--- config.mk ---
export PLATFORM = sky130hd
export DESIGN_NAME = estc_front
export DESIGN_NICKNAME = d
export VERILOG_FILES = /design/src/rtl/estc_pkg.sv /design/src/rtl/estc_front.sv
export SDC_FILE = /design/constraint.sdc
export NUM_CORES = 2
export LEC_CHECK = 0
export CAP_MARGIN = 30
export CORE_ASPECT_RATIO = 0.75
export CORE_MARGIN = 2
export CORE_UTILIZATION = 30
export DETAILED_ROUTE_END_ITERATION = 8
export DONT_BUFFER_PORTS = 1
export GPL_TIMING_DRIVEN = 0
export HOLD_SLACK_MARGIN = 0.05
export SLEW_MARGIN = 30
export SYNTH_ARGS = -nofsm -noshare
export SYNTH_HDL_FRONTEND = slang
export SYNTH_SLANG_ARGS = --single-unit
--- constraint.sdc ---
create_clock -name clk -period 18.15 [get_ports clk]
set_clock_uncertainty 0.2 [all_clocks]
set_input_delay 3.63 -clock clk [delete_from_list [all_inputs] [get_ports clk]]
set_output_delay 3.63 -clock clk [all_outputs]
set_load 0.03 [all_outputs]
--- src/rtl/estc_pkg.sv ---
`default_nettype none
// ----------------------------------------------------------------------------
// estc_pkg: shared types, constants and arithmetic helpers
// Trim register layout, queue entry, divider tag and wrapping multiply and
// shift functions used by the front and back of the compensation core.
// ----------------------------------------------------------------------------
package estc_pkg;

  // stream payload widths
  localparam int InDataW  = 56;
  localparam int OutDataW = 88;

  // APB port
  localparam int AddrW = 6;
  localparam int CfgW  = 64;

  // front-to-back queue
  localparam int QDepth = 4;
  localparam int QPtrW  = 2;
  localparam int QCntW  = 3;

  // pipelined divider: one quotient bit per stage
  localparam int DivBits = 64;

  // formula constants
  localparam logic [63:0] Fine128k   = 64'd128000;
  localparam logic [63:0] Press1M    = 64'd1048576;
  localparam logic [63:0] Mul3125    = 64'd3125;
  localparam logic [63:0] Bit47      = 64'h0000_8000_0000_0000;
  localparam logic [31:0] Fine76800  = 32'd76800;
  localparam logic [31:0] HumMax     = 32'd419430400;
  localparam logic [31:0] Hum2M      = 32'd2097152;
  localparam logic [31:0] Round16k   = 32'd16384;
  localparam logic [31:0] Off32k     = 32'd32768;
  localparam logic [31:0] Round8k    = 32'd8192;
  localparam logic [31:0] Round128   = 32'd128;

  // register indexes
  typedef enum logic [2:0] {
    RegTemp      = 3'd0,
    RegPressLow  = 3'd1,
    RegPressHigh = 3'd2,
    RegMixed     = 3'd3,
    RegHum       = 3'd4
  } reg_idx_t;

  // all trim registers as one bundle
  typedef struct packed {
    logic [47:0] temp;
    logic [63:0] press_low;
    logic [63:0] press_high;
    logic [47:0] mixed;
    logic [31:0] hum;
  } trim_t;

  // queue entry: fine temperature plus the raw readings still needed
  typedef struct packed {
    logic [31:0] fine;
    logic [19:0] rp;
    logic [15:0] rh;
  } qent_t;

  // side data that rides along with the divider
  typedef struct packed {
    logic [31:0] temp;
    logic [16:0] hum;
    logic        bad;
    logic        neg;
  } dtag_t;

  function automatic logic [31:0] sra32(input logic [31:0] x, input int unsigned n);
    return 32'($signed(x) >>> n);
  endfunction

  function automatic logic [63:0] sra64(input logic [63:0] x, input int unsigned n);
    return 64'($signed(x) >>> n);
  endfunction

  function automatic logic [63:0] sx16(input logic [15:0] v);
    return {{48{v[15]}}, v};
  endfunction

  // low 32 bits of a 32x32 product
  function automatic logic [31:0] mul32(input logic [31:0] a, input logic [31:0] b);
    logic [63:0] p;
    p = {32'd0, a} * {32'd0, b};
    return p[31:0];
  endfunction

  // low 64 bits of a 64x64 product from three 32x32 partial products
  function automatic logic [63:0] mul64(input logic [63:0] a, input logic [63:0] b);
    logic [63:0] ll;
    logic [31:0] lh;
    logic [31:0] hl;
    ll = {32'd0, a[31:0]} * {32'd0, b[31:0]};
    lh = mul32(a[31:0], b[63:32]);
    hl = mul32(a[63:32], b[31:0]);
    return ll + {lh + hl, 32'd0};
  endfunction

endpackage
`default_nettype wire

--- src/rtl/estc_front.sv ---
`default_nettype none
// ----------------------------------------------------------------------------
// estc_front: input stage and temperature pipeline
// Accepts raw sample items, computes the fine temperature in two register
// stages and pushes it with the raw pressure and humidity into the queue.
// ----------------------------------------------------------------------------
module estc_front (
  input  wire logic                 clk,
  input  wire logic                 rst,
  input  wire logic                 in_valid,
  output logic                      in_ready,
  input  wire logic [19:0]          rt,
  input  wire logic [19:0]          rp,
  input  wire logic [15:0]          rh,
  input  wire logic [47:0]          temp_trim,
  input  wire logic                 q_full,
  output logic                      push,
  output estc_pkg::qent_t           push_data
);
  import estc_pkg::*;

  logic        adv;
  logic        v1, v2;
  logic [19:0] rp1, rp2;
  logic [15:0] rh1, rh2;
  logic [31:0] tap, tdsq;
  logic [31:0] ta, tbp;
  logic [31:0] t1, t2, t3, td, tax;

  assign adv      = !q_full;
  assign in_ready = adv;
  assign push     = adv && v2;

  // trim fields
  assign t1 = {16'd0, temp_trim[15:0]};
  assign t2 = {{16{temp_trim[31]}}, temp_trim[31:16]};
  assign t3 = {{16{temp_trim[47]}}, temp_trim[47:32]};

  assign tax = {15'd0, rt[19:3]} - {t1[30:0], 1'b0};
  assign td  = {16'd0, rt[19:4]} - t1;

  // control
  always_ff @(posedge clk) begin
    if (rst) begin
      v1 <= 1'b0;
      v2 <= 1'b0;
    end else if (adv) begin
      v1 <= in_valid;
      v2 <= v1;
    end
  end

  // stage 1: raw products, stage 2: scaled products
  always_ff @(posedge clk) begin
    if (adv) begin
      rp1  <= rp;
      rh1  <= rh;
      tap  <= mul32(tax, t2);
      tdsq <= mul32(td, td);
      rp2  <= rp1;
      rh2  <= rh1;
      ta   <= sra32(tap, 11);
      tbp  <= mul32(sra32(tdsq, 12), t3);
    end
  end

  // fine temperature into the queue
  always_comb begin
    push_data.fine = ta + sra32(tbp, 14);
    push_data.rp   = rp2;
    push_data.rh   = rh2;
  end

endmodule
`default_nettype wire

==> results.ini <==
[clocking]
clockBufferDepth=2
holdBufCountCts=0
worst_skew_pair.late_latency_ns=0.47
cts_root_buf=clkbuf_16
clock_sinks=154
cts_buffers=17
cts_resized=0
cts_setup_buffers=0
cts_tree=yes
htree_levels=4
path_clk_slew_ns=0.07

[detailed_routing]
vias_per_cell=4.58
routed_wl_um=93700
wl_per_cell_um=18.0
drtPass1Iterations=5
drcViolationCount=0
vias=23900
antenna_left=0
first_iter_violations=1768

[place]
dp_cells=5185
place.gp.congestion=0.933
numPortBuffers=0
hpwlAfterDp_um=80100

[hold_path]
hp-class=flip-flop to flip-flop
hold_depth=0

[layout]
final_common_cell=inv_1
register_area_um2=4600
syn_to_final_growth_pct=7.48
layout_common_cells=968 x inv_1, 816 x fa_1, 442 x nand2_1
layout-drive-gt1-share_pct=1.97
instances_no_fill=5219
multi_input_area_um2=26900
nNetsFinal=4851
fillers=12200

[sta]
setup_violations=0
hold_viol=0
max_freq_ghz=0.0726
relSlewSlack_pct=29.3
worst_pin_slew_ns=1.05
period_share_pct=75.9
grt_setup_unrepaired=no
slew_violations=0
finalCriticalPeriod_ns=13.77
tns_ns=0

[yosys]
yosys_warnings=0
synth.top_cell.area_share_pct=45.9
synth_area_leader_cell=fa_1
synth_area_per_cell_um2=9.81
ys_async_sr_fraction_pct=0
synth_area_leaders=fa_1 46%, edfxtp_1 13%, inv_1 10%
ys_ff_latch=154
ys.flop_type=edfxtp_1
syn_area_um2=35600
synth_cell_types=73
yosysSeqAreaShare_pct=12.9
synth_nets=4829
synth_edf_count=152
synth_cells=3629

[grt]
grt_pass1_vias=25800
track_usage_pct=16.1
grt_antenna_before_repair=8
grt_start_max_net_pins=91
gr-total-overflow=0
grt_pass1_wl_um=149000

[setup_path]
criticalPathCategory=input port to flip-flop
crit_required_ns=18.15
reg2reg_slack_ns=9.96
reg2reg_depth=22
crit_start=temp_trim[2]
start_kind=input port
setup.worst_path.end=tap[31]$_DFFE_PN_
worstPathMaxFanout=10
worstReg2RegStart=tdsq[21]$_DFFE_PN_
slowest_delay_ns=0.80
cpMostUsedCell=fa_1
reg2reg_to=tbp[31]$_DFFE_PN_
crit_path_top_delay_cell=clkbuf_1
end_kind=flip-flop
arrival_ns=13.77

[floorplanning]
rows=109
die_area_um2=121000
die_height_um=302
coreArea_um2=118000
ios=178
start_util_pct=30.2
die_w_um=402

[run]
drv_cap=0

[outcome]
status=finished, final reports clean

[cell families (layout without fill, tap and decap cells)]
| logic type | Yosys count | count (layout) | share of synthesized area (%) |
|---|---|---|---|
| other | 0 | 1 | 0 |
| adder cells (fa/ha/maj) | 1092 | 1092 | 55.6 |
| buffers and inverters | 1105 | 1140 | 11.8 |
| AO/OA/AOI/OAI | 197 | 197 | 3.82 |
| flip-flops | 154 | 154 | 12.9 |
| AND/OR/NAND/NOR | 947 | 947 | 12.5 |
| multiplexers | 3 | 3 | 0.0878 |
| XOR/XNOR | 131 | 131 | 3.30 |
[Yosys cell counts, drive strengths merged (13+ instances only)]
cell,n
o21ai,34
xor2,30
ha,276
xnor2,100
nand3,13
a21o,29
fa,816
clkbuf,111
inv,973
edfxtp,152
nor2,134
nor3,18
nand2,442
buf,16
nor2b,34
o21a,19
and2,238
nand2b,33
a21oi,53
[sequential cells by signal, indices dropped and copies added (netlist names)]
name,cells
v1,1
ta,21
rp1,20
v2,1
rh1,16
tdsq,20
rp2,20
rh2,16
tap,21
tbp,18
[per-stage QoR]
stage	hold WS (ns)	cell area, µm²	util [%]	worst slack, ns
after floorplan	0.200	35600	-	6.57
after global placement	0.200	37600	31.9	4.01
after detailed placement	0.205	37600	31.9	4.13
after CTS	0.217	38300	32.5	4.59
after global routing	0.220	38300	32.5	3.92
final	0.218	38300	32.5	4.38
[worst max-delay path: cells and delay by family]
kind | cells | cell delay [ns]
buffers and inverters | 7 | 1.80
adders and majority gates | 8 | 3.63
and+or+nand+nor | 3 | 0.69
xor gates and xnor gates | 3 | 1.13
AOI/OAI and AO/OA | 10 | 2.84
[worst min-delay path by stage]
stage | start | end | slack (ns)
6_report | rp1[12]$_DFFE_PN_ | rp2[12]$_DFFE_PN_ | 0.22
5_1_grt | rp1[4]$_DFFE_PN_ | rp2[4]$_DFFE_PN_ | 0.22
4_1_cts | tap[20]$_DFFE_PN_ | ta[9]$_DFFE_PN_ | 0.22
3_5_place_dp | rh1[0]$_DFFE_PN_ | rh2[0]$_DFFE_PN_ | 0.20
3_3_place_gp | rp1[18]$_DFFE_PN_ | rp2[18]$_DFFE_PN_ | 0.20
2_1_floorplan | rh1[0]$_DFFE_PN_ | rh2[0]$_DFFE_PN_ | 0.20
[metal layers]
metal  part of all wire [%]  GRT usage (%)  vias up
met5                  0.014              0        -
met2                     42           24.0      945
met4                    1.6           3.29        2
met1                     46           23.1    12200
li1                       -              -    10700
met3                     10           4.89      105
[layout make-up]
| cell class | count | share of cell area [%] |
|---|---|---|
| clock buffers | 17 | 1.11 |
| clock inverters | 15 | 0.497 |
| plain buffers | 127 | 1.35 |
| repair buffers | 3 | 0.111 |
| diodes | 1 | 0.00654 |
| well taps | 1554 | 5.08 |
| flip-flops and latches | 154 | 12.0 |
| multi-input cells | 2370 | 70.2 |
| inverters | 978 | 9.61 |
Power is not shown: default switching activity piles up to over one toggle a cycle in this logic, so the estimate is an artifact.
