$ cat config.mk
export PLATFORM = sky130hd
export DESIGN_NAME = estc_queue
export DESIGN_NICKNAME = d
export VERILOG_FILES = /design/src/rtl/estc_pkg.sv /design/src/rtl/estc_queue.sv
export SDC_FILE = /design/constraint.sdc
export NUM_CORES = 1
export LEC_CHECK = 0
export ABC_AREA = 0
export BUFFER_PORTS_ARGS = -buffer_cell sky130_fd_sc_hd__buf_2
export CORE_MARGIN = 5
export CORE_UTILIZATION = 45
export DETAILED_ROUTE_END_ITERATION = 7
export SLEW_MARGIN = 10
export SYNTH_ARGS = -nofsm -noshare
export SYNTH_HDL_FRONTEND = slang
export SYNTH_SLANG_ARGS = --single-unit
$ cat constraint.sdc
create_clock -name clk -period 4 [get_ports clk]
set_input_delay 0.6 -clock clk [delete_from_list [all_inputs] [get_ports clk]]
set_output_delay 0.6 -clock clk [all_outputs]
set_load 0.005 [all_outputs]
$ cat src/rtl/estc_pkg.sv
`default_nettype none
// ----------------------------------------------------------------------------
// estc_pkg: shared types, constants and arithmetic helpers
// Trim register layout, queue entry, divider tag and wrapping multiply and
// shift functions used by the front and back of the compensation core.
// ----------------------------------------------------------------------------
package estc_pkg;

  // stream payload widths
  localparam int InDataW  = 56;
  localparam int OutDataW = 88;

  // APB port
  localparam int AddrW = 6;
  localparam int CfgW  = 64;

  // front-to-back queue
  localparam int QDepth = 4;
  localparam int QPtrW  = 2;
  localparam int QCntW  = 3;

  // pipelined divider: one quotient bit per stage
  localparam int DivBits = 64;

  // formula constants
  localparam logic [63:0] Fine128k   = 64'd128000;
  localparam logic [63:0] Press1M    = 64'd1048576;
  localparam logic [63:0] Mul3125    = 64'd3125;
  localparam logic [63:0] Bit47      = 64'h0000_8000_0000_0000;
  localparam logic [31:0] Fine76800  = 32'd76800;
  localparam logic [31:0] HumMax     = 32'd419430400;
  localparam logic [31:0] Hum2M      = 32'd2097152;
  localparam logic [31:0] Round16k   = 32'd16384;
  localparam logic [31:0] Off32k     = 32'd32768;
  localparam logic [31:0] Round8k    = 32'd8192;
  localparam logic [31:0] Round128   = 32'd128;

  // register indexes
  typedef enum logic [2:0] {
    RegTemp      = 3'd0,
    RegPressLow  = 3'd1,
    RegPressHigh = 3'd2,
    RegMixed     = 3'd3,
    RegHum       = 3'd4
  } reg_idx_t;

  // all trim registers as one bundle
  typedef struct packed {
    logic [47:0] temp;
    logic [63:0] press_low;
    logic [63:0] press_high;
    logic [47:0] mixed;
    logic [31:0] hum;
  } trim_t;

  // queue entry: fine temperature plus the raw readings still needed
  typedef struct packed {
    logic [31:0] fine;
    logic [19:0] rp;
    logic [15:0] rh;
  } qent_t;

  // side data that rides along with the divider
  typedef struct packed {
    logic [31:0] temp;
    logic [16:0] hum;
    logic        bad;
    logic        neg;
  } dtag_t;

  function automatic logic [31:0] sra32(input logic [31:0] x, input int unsigned n);
    return 32'($signed(x) >>> n);
  endfunction

  function automatic logic [63:0] sra64(input logic [63:0] x, input int unsigned n);
    return 64'($signed(x) >>> n);
  endfunction

  function automatic logic [63:0] sx16(input logic [15:0] v);
    return {{48{v[15]}}, v};
  endfunction

  // low 32 bits of a 32x32 product
  function automatic logic [31:0] mul32(input logic [31:0] a, input logic [31:0] b);
    logic [63:0] p;
    p = {32'd0, a} * {32'd0, b};
    return p[31:0];
  endfunction

  // low 64 bits of a 64x64 product from three 32x32 partial products
  function automatic logic [63:0] mul64(input logic [63:0] a, input logic [63:0] b);
    logic [63:0] ll;
    logic [31:0] lh;
    logic [31:0] hl;
    ll = {32'd0, a[31:0]} * {32'd0, b[31:0]};
    lh = mul32(a[31:0], b[63:32]);
    hl = mul32(a[63:32], b[31:0]);
    return ll + {lh + hl, 32'd0};
  endfunction

endpackage
`default_nettype wire

$ cat src/rtl/estc_queue.sv
`default_nettype none
// ----------------------------------------------------------------------------
// estc_queue: small FIFO between front and back
// Register-based queue that lets either side stall on its own.
// ----------------------------------------------------------------------------
module estc_queue (
  input  wire logic            clk,
  input  wire logic            rst,
  input  wire logic            push,
  input  wire estc_pkg::qent_t push_data,
  input  wire logic            pop,
  output estc_pkg::qent_t      pop_data,
  output logic                 full,
  output logic                 empty
);
  import estc_pkg::*;

  qent_t            mem [QDepth];
  logic [QPtrW-1:0] wr_ptr, rd_ptr;
  logic [QCntW-1:0] count;

  assign full     = (count == QCntW'(QDepth));
  assign empty    = (count == '0);
  assign pop_data = mem[rd_ptr];

  // pointers and fill count
  always_ff @(posedge clk) begin
    if (rst) begin
      wr_ptr <= '0;
      rd_ptr <= '0;
      count  <= '0;
    end else begin
      if (push) wr_ptr <= wr_ptr + 1'b1;
      if (pop)  rd_ptr <= rd_ptr + 1'b1;
      if (push && !pop)      count <= count + 1'b1;
      else if (pop && !push) count <= count - 1'b1;
    end
  end

  // storage
  always_ff @(posedge clk) begin
    if (push) mem[wr_ptr] <= push_data;
  end

endmodule
`default_nettype wire

==> metrics.md, run 1 <==
| Metric | Value |
|---|---|
| Clock power frac | between 40% and 50% |
| CP Class | reg -> out |
| DRT antenna net count | 0 |
| R2r startpoint | wr_ptr[0] |
| Wire per inst | approximately 21 um |
| Actual slew at the worst max-slew pin | about 1100 ps |
| Core area | ~0.023 sq mm |
| Hold Path Stages | 1 |
| Synthesized flop and latch total | between 200 and 300 |
| Pint | ~5.4 mW |
| Startpoint Class | flop |
| Synth Area in Compound Gates | less than 1% |
| Synthesized cell area | approximately 0.010 sq mm |
| Psw | ~1.4 mW |
| Combinational share of power | around 7.9% |
| CTS sink cnt | between 200 and 300 |
| Max-cap violations | 0 |
| Simple-Gate Fraction of Synth Area | 0.719% |
| Status | finished, final reports clean |
| Iter 0 DRT Violations | 214 |
| Met3 usage | around 3.3% |
| Starting density of the core | a little under half |
| Final net count | ~640 |
| Number of synthesized flops with an enable pin | roughly 270 |
| Worst flop-to-flop path endpoint | mem[0][44] |
| Critical path endpoint category | output pin |
| GRT met2 Usage | 23.0% |
| Crit path cell chain | mux4_2 > buf_2 |
| Vias | roughly 4,600 |
| Die Span Y | about 160 um |
| YS warnings | 0 |
| Multiplexer area fraction after synthesis | between 10% and 20% |
| Synthesis-to-layout area growth | 19.4% |
| CTS tree | built |
| # hold bufs at CTS | 0 |
| Postcts setup bufs | 0 |
| Area of the multi-input gates | roughly 0.0018 sq mm |
| GRT overflow | 0 |
| Hold Path End | mem[1][31] |
| Post-synth top area share | 79.6% |
| GRT Overall Usage | ~14% |
| Final Cycle Share | ~70% |
| Tmin final | roughly 2800 ps |
| Tot Pwr | 6.82 mW |
| Clock root buffer master | clkbuf_16 |
| Synth Area in XOR/XNOR | less than 1% |
| GP Congestion | 0.682 |
| Arr. time, crit path | around 2200 ps |
| Die Area | ~0.026 sq mm |
| Post-DP HPWL | ~10 mm |
| Final setup vio count | 0 |
| Fin Hold WS | between 200 and 300 ps |
| Synth Area per Inst | 25.7 sq um |
| Adder-Cell Fraction of Synth Area | less than 1% |
| Seq pwr share | 50.6% |
| Max H-tree Level | 1 |
| Largest net degree at the start of global routing | between 60 and 70 |
| 1st-pass router iterations | 4 |
| Ys async rst share | 0% |
| Main combinational cell family by area after synthesis | multiplexers |
| Crit path buffers/inverters | 1 |
| Post-Route WL | approximately 19 mm |
| Vias in the first global route | between 5,000 and 6,000 |
| Vias/cell | around 5.3 |
| Clock-pin slew on the worst setup and hold paths | 60 ps |
| CTS buffer count | 29 |
| DR DRC count | 0 |
| WP data required | approximately 3400 ps |
| CP max FO | slightly below 70 |
| R2R setup slack | between 2000 and 2500 ps |
| RSZ-0062 raised after global routing | no |
| Top delay family on crit path | flip-flops |
| Post-synthesis cell type count | 22 |
| Post-Syn Nets | roughly 480 |
| Mapped Cells | 400 |
| Fmax | 0.356 GHz |
| PD cells | approximately 560 mW/mm^2 |
| Slew Limit Fails | 0 |
| Sequential Area | 0.00836 sq mm |
| Most common cell in the netlist | edfxtp_1 |
| VDD IR max | approximately 0.0003 V |
| I/O Buffers | 141 |
| Worst slew margin | between 20% and 30% |
| Worst-Skew Late Latency | between 500 and 600 ps |
| Switching Fraction | ~20% |
| Sequential fraction of the synthesis area | about four fifths |
| FP Rows | 55 |
| P_leak | just over 4 nW |
| Reg2Reg Depth | 3 |
| Max stage delay on crit path | ~1000 ps |
| GRT busiest layer | met2 |
| CP max-delay cell | dfxtp_4 |
| IO Count | approximately 140 |
| Post-CTS sizing | 0 |
| Final hold vios | 0 |
| Main synth FF type | edfxtp_1 |
| Top cells by area, synth | edfxtp_1, mux4_2, dfxtp_1 |
| Share of cells above drive strength 1 | between 40 and 50% |
| Worst Clk Skew | 11.6 ps |
| Min-delay src | push_data[31] |
| CTS max path bufs | 3 |
| Die X | between 150 and 200 um |
| Fill count | between 1,500 and 2,000 |
| Synth cell count leaders | edfxtp_1, mux4_2, dfxtp_1 |
| Final TNS setup | 0 ps |
| Initial antenna violation count | 1 |
| First-pass GRT wire length | 28.7 mm |
| Met1 Use GR | 19.9% |
| Hold Path Class | in -> reg |
| Cell taking the most area after synthesis | edfxtp_1 |
[final cells by class]
| type | count | share of cell area, % |
|---|---|---|
| sequential | 281 | 68.2 |
| inverter | 4 | 0.122 |
| clock buffer | 34 | 6.40 |
| tap | 285 | 2.91 |
| clock inverter | 18 | 1.96 |
| antenna | 1 | 0.0204 |
| timing repair buffer | 143 | 5.98 |
| multi-input combinational | 98 | 14.5 |
[registers in the layout (all words and copies together) (netlist names), named ones only]
signal and cells:
rd_ptr 2, mem 272, count 3, wr_ptr 2
[logic make-up (layout without fill, tap and decap cells)]
group / Yosys count / in the layout
AOI/OAI and AO/OA: 2 / 2
xor gates and xnor gates: 5 / 5
adders and majority gates: 6 / 6
buffers and inverters: 21 / 199
DFF: 281 / 281
muxes: 70 / 70
other: 0 / 1
and+or+nand+nor: 15 / 15
[worst register-to-register path, cell delays in order, from the launching register on]
cell and delay, ps:
dfxtp_1 350, inv_1 90, ha_1 140, and2_4 870
[how the worst max path moves through the flow]
stage / from / endpoint / slack [ps] / cells after the start
3_5_place_dp: flop / pop_data[21] / 1700 / 2
6_report: flop / pop_data[33] / 1190 / 2
4_1_cts: flop / pop_data[21] / 1120 / 2
2_1_floorplan: push / mem[0][0] / 1370 / 1
3_3_place_gp: flop / pop_data[0] / 1700 / 2
5_1_grt: flop / pop_data[36] / 1080 / 2
[power by group through the flow]
stage	clock, mW	combinational (mW)	sequential (mW)
6_report	2.83	0.537	3.45
5_1_grt	3.02	0.587	3.46
4_1_cts	2.90	0.555	3.45
3_5_place_dp	0	0.553	3.51
3_3_place_gp	0	0.544	3.51
2_1_floorplan	0	0.341	3.47
[stage by stage]
| step | area, sq um | utilization [%] | cells | setup WS [ps] |
|---|---|---|---|---|
| 2_1_floorplan | 10300 | - | 400 | 1370 |
| 3_3_place_gp | 11200 | 49.8 | 811 | 1700 |
| 3_5_place_dp | 11200 | 49.8 | 811 | 1700 |
| 4_1_cts | 12300 | 54.3 | 863 | 1120 |
| 5_1_grt | 12300 | 54.3 | 863 | 1080 |
| 6_report | 12300 | 54.3 | 864 | 1190 |
[metal layers]
layer	vias to the layer above	routed length, um
met2	132	8940
li1	2024	-
met1	2393	8090
met5	-	13
met3	30	1160
met4	2	299
[placed cells by master (no fill, tap or decap)]
cell type	instances
clkinv_2	5
clkbuf_1	1
clkbuf_16	29
nor2_1	7
dfxtp_1	7
inv_1	4
nor3b_1	1
xnor2_1	2
clkbuf_8	4
diode_2	1
edfxtp_1	272
buf_4	1
mux4_2	68
and2_4	4
buf_2	141
or3_1	1
fa_1	1
xor2_1	3
o21ai_0	1
clkinvlp_4	1
ha_1	5
buf_12	1
clkinv_1	5
inv_6	1
a21oi_1	1
nor3_1	1
bufinv_16	6
mux2i_1	2
nand2_1	1
dfxtp_4	2
(Power assumes the default switching activity.)
==> inputs of run 2 (changes only) <==
- ABC_AREA: 0 -> 1
- clock period: 4 -> 2.9 ns (I/O delays scaled with it)
==> metrics.md, run 2 <==
| Metric | Value |
|---|---|
| Status | finished, final reports clean (unchanged) |
| Hold Path End | count[0] (was mem[1][31]) |
| Slew Limit Fails | 0 (unchanged) |
| Number of synthesized flops with an enable pin | 272 (unchanged) |
| I/O Buffers | 141 (unchanged) |
| Sequential fraction of the synthesis area | 79.5% (was 81.3%) |
| Post-Syn Nets | 793 (was 478) |
| CTS buffer count | 29 (unchanged) |
| Share of cells above drive strength 1 | 23.7% (was 45.5%) |
| Post-synthesis cell type count | 22 (unchanged) |
| Final Cycle Share | between 90 and 100% |
| Pint | 6.90 mW (was 5.44 mW) |
| Final hold vios | 0 (unchanged) |
| Starting density of the core | 45.2% (was 45.5%) |
| Worst-Skew Late Latency | 530 ps (about the same) |
| CTS tree | built (unchanged) |
| Switching Fraction | 22.1% (was 20.3%) |
| Synthesis-to-layout area growth | 18.3% (was 19.4%) |
| YS warnings | 0 (unchanged) |
| 1st-pass router iterations | 5 (was 4) |
| Post-Route WL | 22.6 mm (was 18.5 mm) |
| Die X | 163 um (was 161 um) |
| Cell taking the most area after synthesis | edfxtp_1 (unchanged) |
| Postcts setup bufs | 0 (unchanged) |
| Most common cell after layout, fill and taps aside | edfxtp_1 (unchanged) |
| Synth Area per Inst | 14.7 sq um (was 25.7 sq um) |
| Hold Path Stages | 2 (was 1) |
| VDD IR max | 0.000478 V (was 0.000299 V) |
| DP Cell Count | 1,154 (was 811) |
| Final net count | 944 (was 635) |
| GP Congestion | 0.722 (was 0.682) |
| CTS max path bufs | 3 (unchanged) |
| Mapped Cells | 715 (was 400) |
| Worst Clk Skew | 7.51 ps (was 11.6 ps) |
| PD cells | 714 mW/mm^2 (was 556 mW/mm^2) |
| Max-cap violations | 0 (unchanged) |
| # hold bufs at CTS | 0 (unchanged) |
| WP data required | 2470 ps (was 3400 ps) |
| Ant diodes | 0 (was 1) |
| Die Area | 0.0265 sq mm (was 0.0259 sq mm) |
| Worst flop-to-flop path endpoint | mem[2][39] (was mem[0][44]) |
| Clock root buffer master | clkbuf_16 (unchanged) |
| Post-DP HPWL | 14.0 mm (was 10.2 mm) |
| Psw | 1.96 mW (was 1.38 mW) |
| Arr. time, crit path | 2270 ps (was 2210 ps) |
| Wire per inst | 18.7 um (was 21.4 um) |
| Ys async rst share | 0% (unchanged) |
| Final TNS setup | 0 ps (unchanged) |
| Largest net degree at the start of global routing | 64 (was 69) |
| Main synth FF type | edfxtp_1 (unchanged) |
| Clock-pin slew on the worst setup and hold paths | 60 ps (about the same) |
| Synthesized cell area | 0.0105 sq mm (was 0.0103 sq mm) |
| GRT Overall Usage | 16.7% (was 14.2%) |
| Synth cell count leaders | edfxtp_1, nor2_1, o21ai_0 (was edfxtp_1, mux4_2, dfxtp_1) |
| Hold Path Class | in -> reg (unchanged) |
| Vias in the first global route | 6,212 (was 5,007) |
| Core area | 0.0233 sq mm (was 0.0226 sq mm) |
| Critical path endpoint category | output pin (unchanged) |
| Fill count | 1,995 (was 1,716) |
| Combinational share of power | 8.4% (was 7.9%) |
| Post-CTS sizing | 0 (unchanged) |
| FP Rows | 56 (was 55) |
| Synthesized flop and latch total | 281 (unchanged) |
| Layout Cells excl Fill | 1,206 (was 864) |
| R2r startpoint | wr_ptr[0] (unchanged) |
| Clock power frac | 38.7% (was 41.5%) |
| Vias | 6,293 (was 4,581) |
| Max H-tree Level | 1 (unchanged) |
| Tmin final | around 2700 ps |
| Post-synth top area share | 77.7% (was 79.6%) |
| Largest register FFs | 272 (unchanged) |
| IO Count | 142 (unchanged) |
| First-pass GRT wire length | 34.9 mm (was 28.7 mm) |
| DRT antenna net count | 0 (unchanged) |
| GRT overflow | 0 (unchanged) |
| CP Class | reg -> out (unchanged) |
| Min-delay src | rst (was push_data[31]) |
| Fmax | roughly 0.37 GHz |
| Vias/cell | 5.22 (was 5.30) |
| Iter 0 DRT Violations | 555 (was 214) |
| R2R setup slack | 1020 ps (was 2130 ps) |
| Most frequent cells in the layout | edfxtp_1, nor2_1, buf_2 (was edfxtp_1, buf_2, mux4_2) |
| Reg2Reg Depth | 5 (was 3) |
| CTS sink cnt | 281 (unchanged) |
| P_leak | 4.38 nW (was 4.15 nW) |
| Reg with most FFs | mem (unchanged) |
| Die Span Y | 163 um (was 161 um) |
| Initial antenna violation count | 5 (was 1) |
| DR DRC count | 0 (unchanged) |
| Worst slew margin | 62.2% (was 26.8%) |
| RSZ-0062 raised after global routing | no (unchanged) |
| Actual slew at the worst max-slew pin | 567 ps (was 1100 ps) |
| Top cells by area, synth | edfxtp_1, o21ai_0, nor2_1 (was edfxtp_1, mux4_2, dfxtp_1) |
| CP max FO | 63 (was 68) |
| Biggest regs | mem: 272 flops, count: 3 flops (unchanged) |
| Startpoint Class | flop (unchanged) |
| Seq pwr share | 52.9% (was 50.6%) |
| Final setup vio count | 0 (unchanged) |
| Most common cell in the netlist | edfxtp_1 (unchanged) |
[run 2: how the worst max path moves through the flow]
stage	from	endpoint	slack, ps
CTS	flop	pop_data[8]	160
finish	flop	pop_data[25]	190
global placement	flop	pop_data[8]	750
detailed placement	flop	pop_data[8]	730
global route	flop	pop_data[20]	20
floorplan	wr_ptr[0]	mem[2][0]	570
[run 2: worst max-delay path, stage by stage (launching register included)]
cell and delay [ps]:
dfxtp_4 490, inv_6 410, buf_4 300, o21ai_0 110, o22ai_1 240, buf_2 170
[run 2: power by group through the flow]
stage / clock network [mW] / logic [mW] / registers [mW]
2_1_floorplan: 0 / 0.403 / 4.77
3_3_place_gp: 0 / 0.758 / 4.78
3_5_place_dp: 0 / 0.765 / 4.78
4_1_cts: 3.51 / 0.768 / 4.69
5_1_grt: 3.68 / 0.841 / 4.71
6_report: 3.43 / 0.747 / 4.69
[run 2: area by class of cell]
class | count | area [sq um] | share of cell area, %
Sequential cell | 281 | 8350 | 67.2
Clock inverter | 17 | 133 | 1.07
Inverter | 17 | 73.8 | 0.594
Multi-Input combinational cell | 374 | 1830 | 14.7
Clock buffer | 35 | 748 | 6.02
Timing Repair Buffer | 163 | 896 | 7.21
Tap cell | 319 | 399 | 3.21
[run 2: through the flow]
| step | cell area (sq um) | hold WS (ps) | util [%] | power (mW) | setup WS [ps] |
|---|---|---|---|---|---|
| after global placement | 11500 | 427 | 49.6 | 5.53 | 750 |
| after floorplan | 10500 | 412 | - | 5.17 | 569 |
| after CTS | 12400 | 50.4 | 53.4 | 8.97 | 164 |
| final | 12400 | 77.4 | 53.4 | 8.87 | 193 |
| after global routing | 12400 | 64.6 | 53.4 | 9.22 | 20.0 |
| after detailed placement | 11500 | 430 | 49.6 | 5.54 | 727 |
[run 2: cell families after synthesis]
family                   count (synthesis)  synth area share [%]
flip-flops                             281                  79.5
AO/OA/AOI/OAI                          212                  10.9
AND/OR/NAND/NOR                        155                  5.60
buffers and inverters                   60                  3.17
adder cells (fa/ha/maj)                  6                 0.786
XOR/XNOR                                 1                0.0834
[run 2: per-layer routing]
layer	track usage, %	vias up	wire length, um	part of all wire [%]
met4	3.09	10	252	1.1
met2	26.5	190	10400	46
met5	0	-	85	0.38
met3	4.28	32	1690	7.5
met1	23.9	3071	10100	45
li1	-	2990	-	-
==> inputs of run 3 (changes only) <==
- CTS_CLUSTER_DIAMETER: not set -> 40
- PLACE_DENSITY: not set -> 0.64
==> metrics.md, run 3 (synthesis results as in run 2) <==
| Metric | Value |
|---|---|
| Status | finished, final reports clean (unchanged) |
| Vias/cell | 5.17 (was 5.22) |
| Final Cycle Share | 87.6% (was 93.4%) |
| GP Congestion | 0.692 (was 0.722) |
| Pint | 8.05 mW (was 6.90 mW) |
| WP data required | 2470 ps (about the same) |
| FP Rows | 56 (unchanged) |
| Ant diodes | 0 (unchanged) |
| Synthesis-to-layout area growth | 22.2% (was 18.3%) |
| CTS tree | built (unchanged) |
| Placed Area | 0.0115 sq mm (about the same) |
| RSZ-0062 raised after global routing | no (unchanged) |
| Share of cells above drive strength 1 | 24.6% (was 23.7%) |
| Hold Path Class | in -> reg (unchanged) |
| Most common cell after layout, fill and taps aside | edfxtp_1 (unchanged) |
| CP max FO | 136 (was 63) |
| DR DRC count | 0 (unchanged) |
| DP Cell Count | 1,145 (was 1,154) |
| GRT Overall Usage | 16.6% (was 16.7%) |
| I/O Buffers | 141 (unchanged) |
| Seq pwr share | 46.0% (was 52.9%) |
| First-pass GRT wire length | 34.3 mm (was 34.9 mm) |
| Tmin final | 2540 ps (was 2710 ps) |
| DRT antenna net count | 0 (unchanged) |
| CTS max path bufs | 3 (unchanged) |
| Critical path endpoint category | output pin (unchanged) |
| Actual slew at the worst max-slew pin | 705 ps (was 567 ps) |
| CTS sink cnt | 281 (unchanged) |
| Clock power frac | 46.7% (was 38.7%) |
| Final setup vio count | 0 (unchanged) |
| Largest register FFs | 272 (unchanged) |
| CP Class | reg -> out (unchanged) |
| Vias in the first global route | 6,222 (was 6,212) |
| # hold bufs at CTS | 0 (unchanged) |
| Final hold vios | 0 (unchanged) |
| GRT overflow | 0 (unchanged) |
| P_leak | 4.55 nW (was 4.38 nW) |
| Worst-Skew Late Latency | 500 ps (was 530 ps) |
| Clock-pin slew on the worst setup and hold paths | 50 ps (was 60 ps) |
| Initial antenna violation count | 2 (was 5) |
| Combinational share of power | 7.3% (was 8.4%) |
| Post-Route WL | 21.9 mm (was 22.6 mm) |
| Wire per inst | 18.1 um (was 18.7 um) |
| Clock root buffer master | clkbuf_16 (unchanged) |
| Switching Fraction | 21.0% (was 22.1%) |
| Iter 0 DRT Violations | 390 (was 555) |
| Crit path cell chain | buf_12 > o21ai_0 > o22ai_1 > buf_2 (was inv_6 > buf_4 > o21ai_0 > o22ai_1 > buf_2) |
| Most frequent cells in the layout | edfxtp_1, nor2_1, buf_2 (unchanged) |
| Worst slew margin | 53.0% (was 62.2%) |
| Worst Clk Skew | 12.1 ps (was 7.51 ps) |
| Max-cap violations | 0 (unchanged) |
| Layout Cells excl Fill | 1,209 (was 1,206) |
| Vias | 6,248 (was 6,293) |
| Fin Hold WS | 102 ps (was 77.4 ps) |
| Slew Limit Fails | 0 (unchanged) |
| Die Span Y | 163 um (unchanged) |
| Biggest regs | mem: 272 flops, count: 3 flops (unchanged) |
| Final TNS setup | 0 ps (unchanged) |
| Finished Cell Area | 0.0128 sq mm (was 0.0124 sq mm) |
| IO Count | 142 (unchanged) |
| Final net count | 943 (was 944) |
| Largest net degree at the start of global routing | 137 (was 64) |
| Starting density of the core | 45.2% (unchanged) |
| Post-DP HPWL | 11.9 mm (was 14.0 mm) |
| VDD IR max | 0.000562 V (was 0.000478 V) |
| Post-CTS sizing | 0 (unchanged) |
| Die X | 163 um (unchanged) |
| Die Area | 0.0265 sq mm (unchanged) |
| Max H-tree Level | 2 (was 1) |
| Fmax | 0.393 GHz (was 0.369 GHz) |
| Max stage delay on crit path | 380 ps (was 490 ps) |
| Core area | 0.0233 sq mm (unchanged) |
| PD cells | 794 mW/mm^2 (was 714 mW/mm^2) |
| Reg with most FFs | mem (unchanged) |
| Startpoint Class | flop (unchanged) |
| Arr. time, crit path | 2110 ps (was 2270 ps) |
| 1st-pass router iterations | 4 (was 5) |
| Psw | 2.14 mW (was 1.96 mW) |
| CP max-delay cell | dfxtp_4 (unchanged) |
| CTS buffer count | 37 (was 29) |
| Postcts setup bufs | 0 (unchanged) |
## run 3: final timing paths
| check | startpoint | end | slack [ps] | cells past startpoint |
|---|---|---|---|---|
| worst max-delay path | flop | pop_data[11] | 360 | 4 |
| worst min-delay path | rst | count[0] | 100 | 2 |
| worst max register to register | wr_ptr[0] | mem[2][38] | 1040 | 5 |
| worst min register to register | rd_ptr[1] | flop | 460 | 1 |
## run 3: area by class of cell
cell class	instances	area, sq um
clock buffer	40	937
clock inverter	24	368
fill	1940	10400
inverter	17	73.8
multi-input combinational	374	1830
sequential	281	8350
tap	319	399
timing repair buffer	154	878
## run 3: critical path: cells and delay by family, from the launching register on
family | cells | cell delay (ps)
AO/OA/AOI/OAI | 2 | 480
buffers and inverters | 2 | 520
flip-flops | 1 | 380
## run 3: per-layer routing
metal | global-route usage [%] | wire (um) | up-vias
li1 | - | - | 2989
met1 | 22.2 | 9510 | 3048
met2 | 27.1 | 10500 | 165
met3 | 4.30 | 1490 | 42
met4 | 4.69 | 415 | 4
met5 | 0 | 26 | -
## run 3: through the flow
step / worst slack [ps] / power, mW / utilization [%]
2_1_floorplan: 569 / 5.17 / -
3_5_place_dp: 925 / 5.53 / 49.6
3_3_place_gp: 966 / 5.51 / 49.6
4_1_cts: 372 / 10.3 / 55.2
6_report: 358 / 10.2 / 55.2
5_1_grt: 275 / 10.6 / 55.2
## run 3: power groups by stage
| stage | combinational, mW | sequential (mW) | clock, mW |
|---|---|---|---|
| after CTS | 0.768 | 4.68 | 4.86 |
| after floorplan | 0.403 | 4.77 | 0 |
| after global placement | 0.752 | 4.76 | 0 |
| after detailed placement | 0.764 | 4.77 | 0 |
| after global routing | 0.848 | 4.69 | 5.06 |
| final | 0.749 | 4.68 | 4.76 |
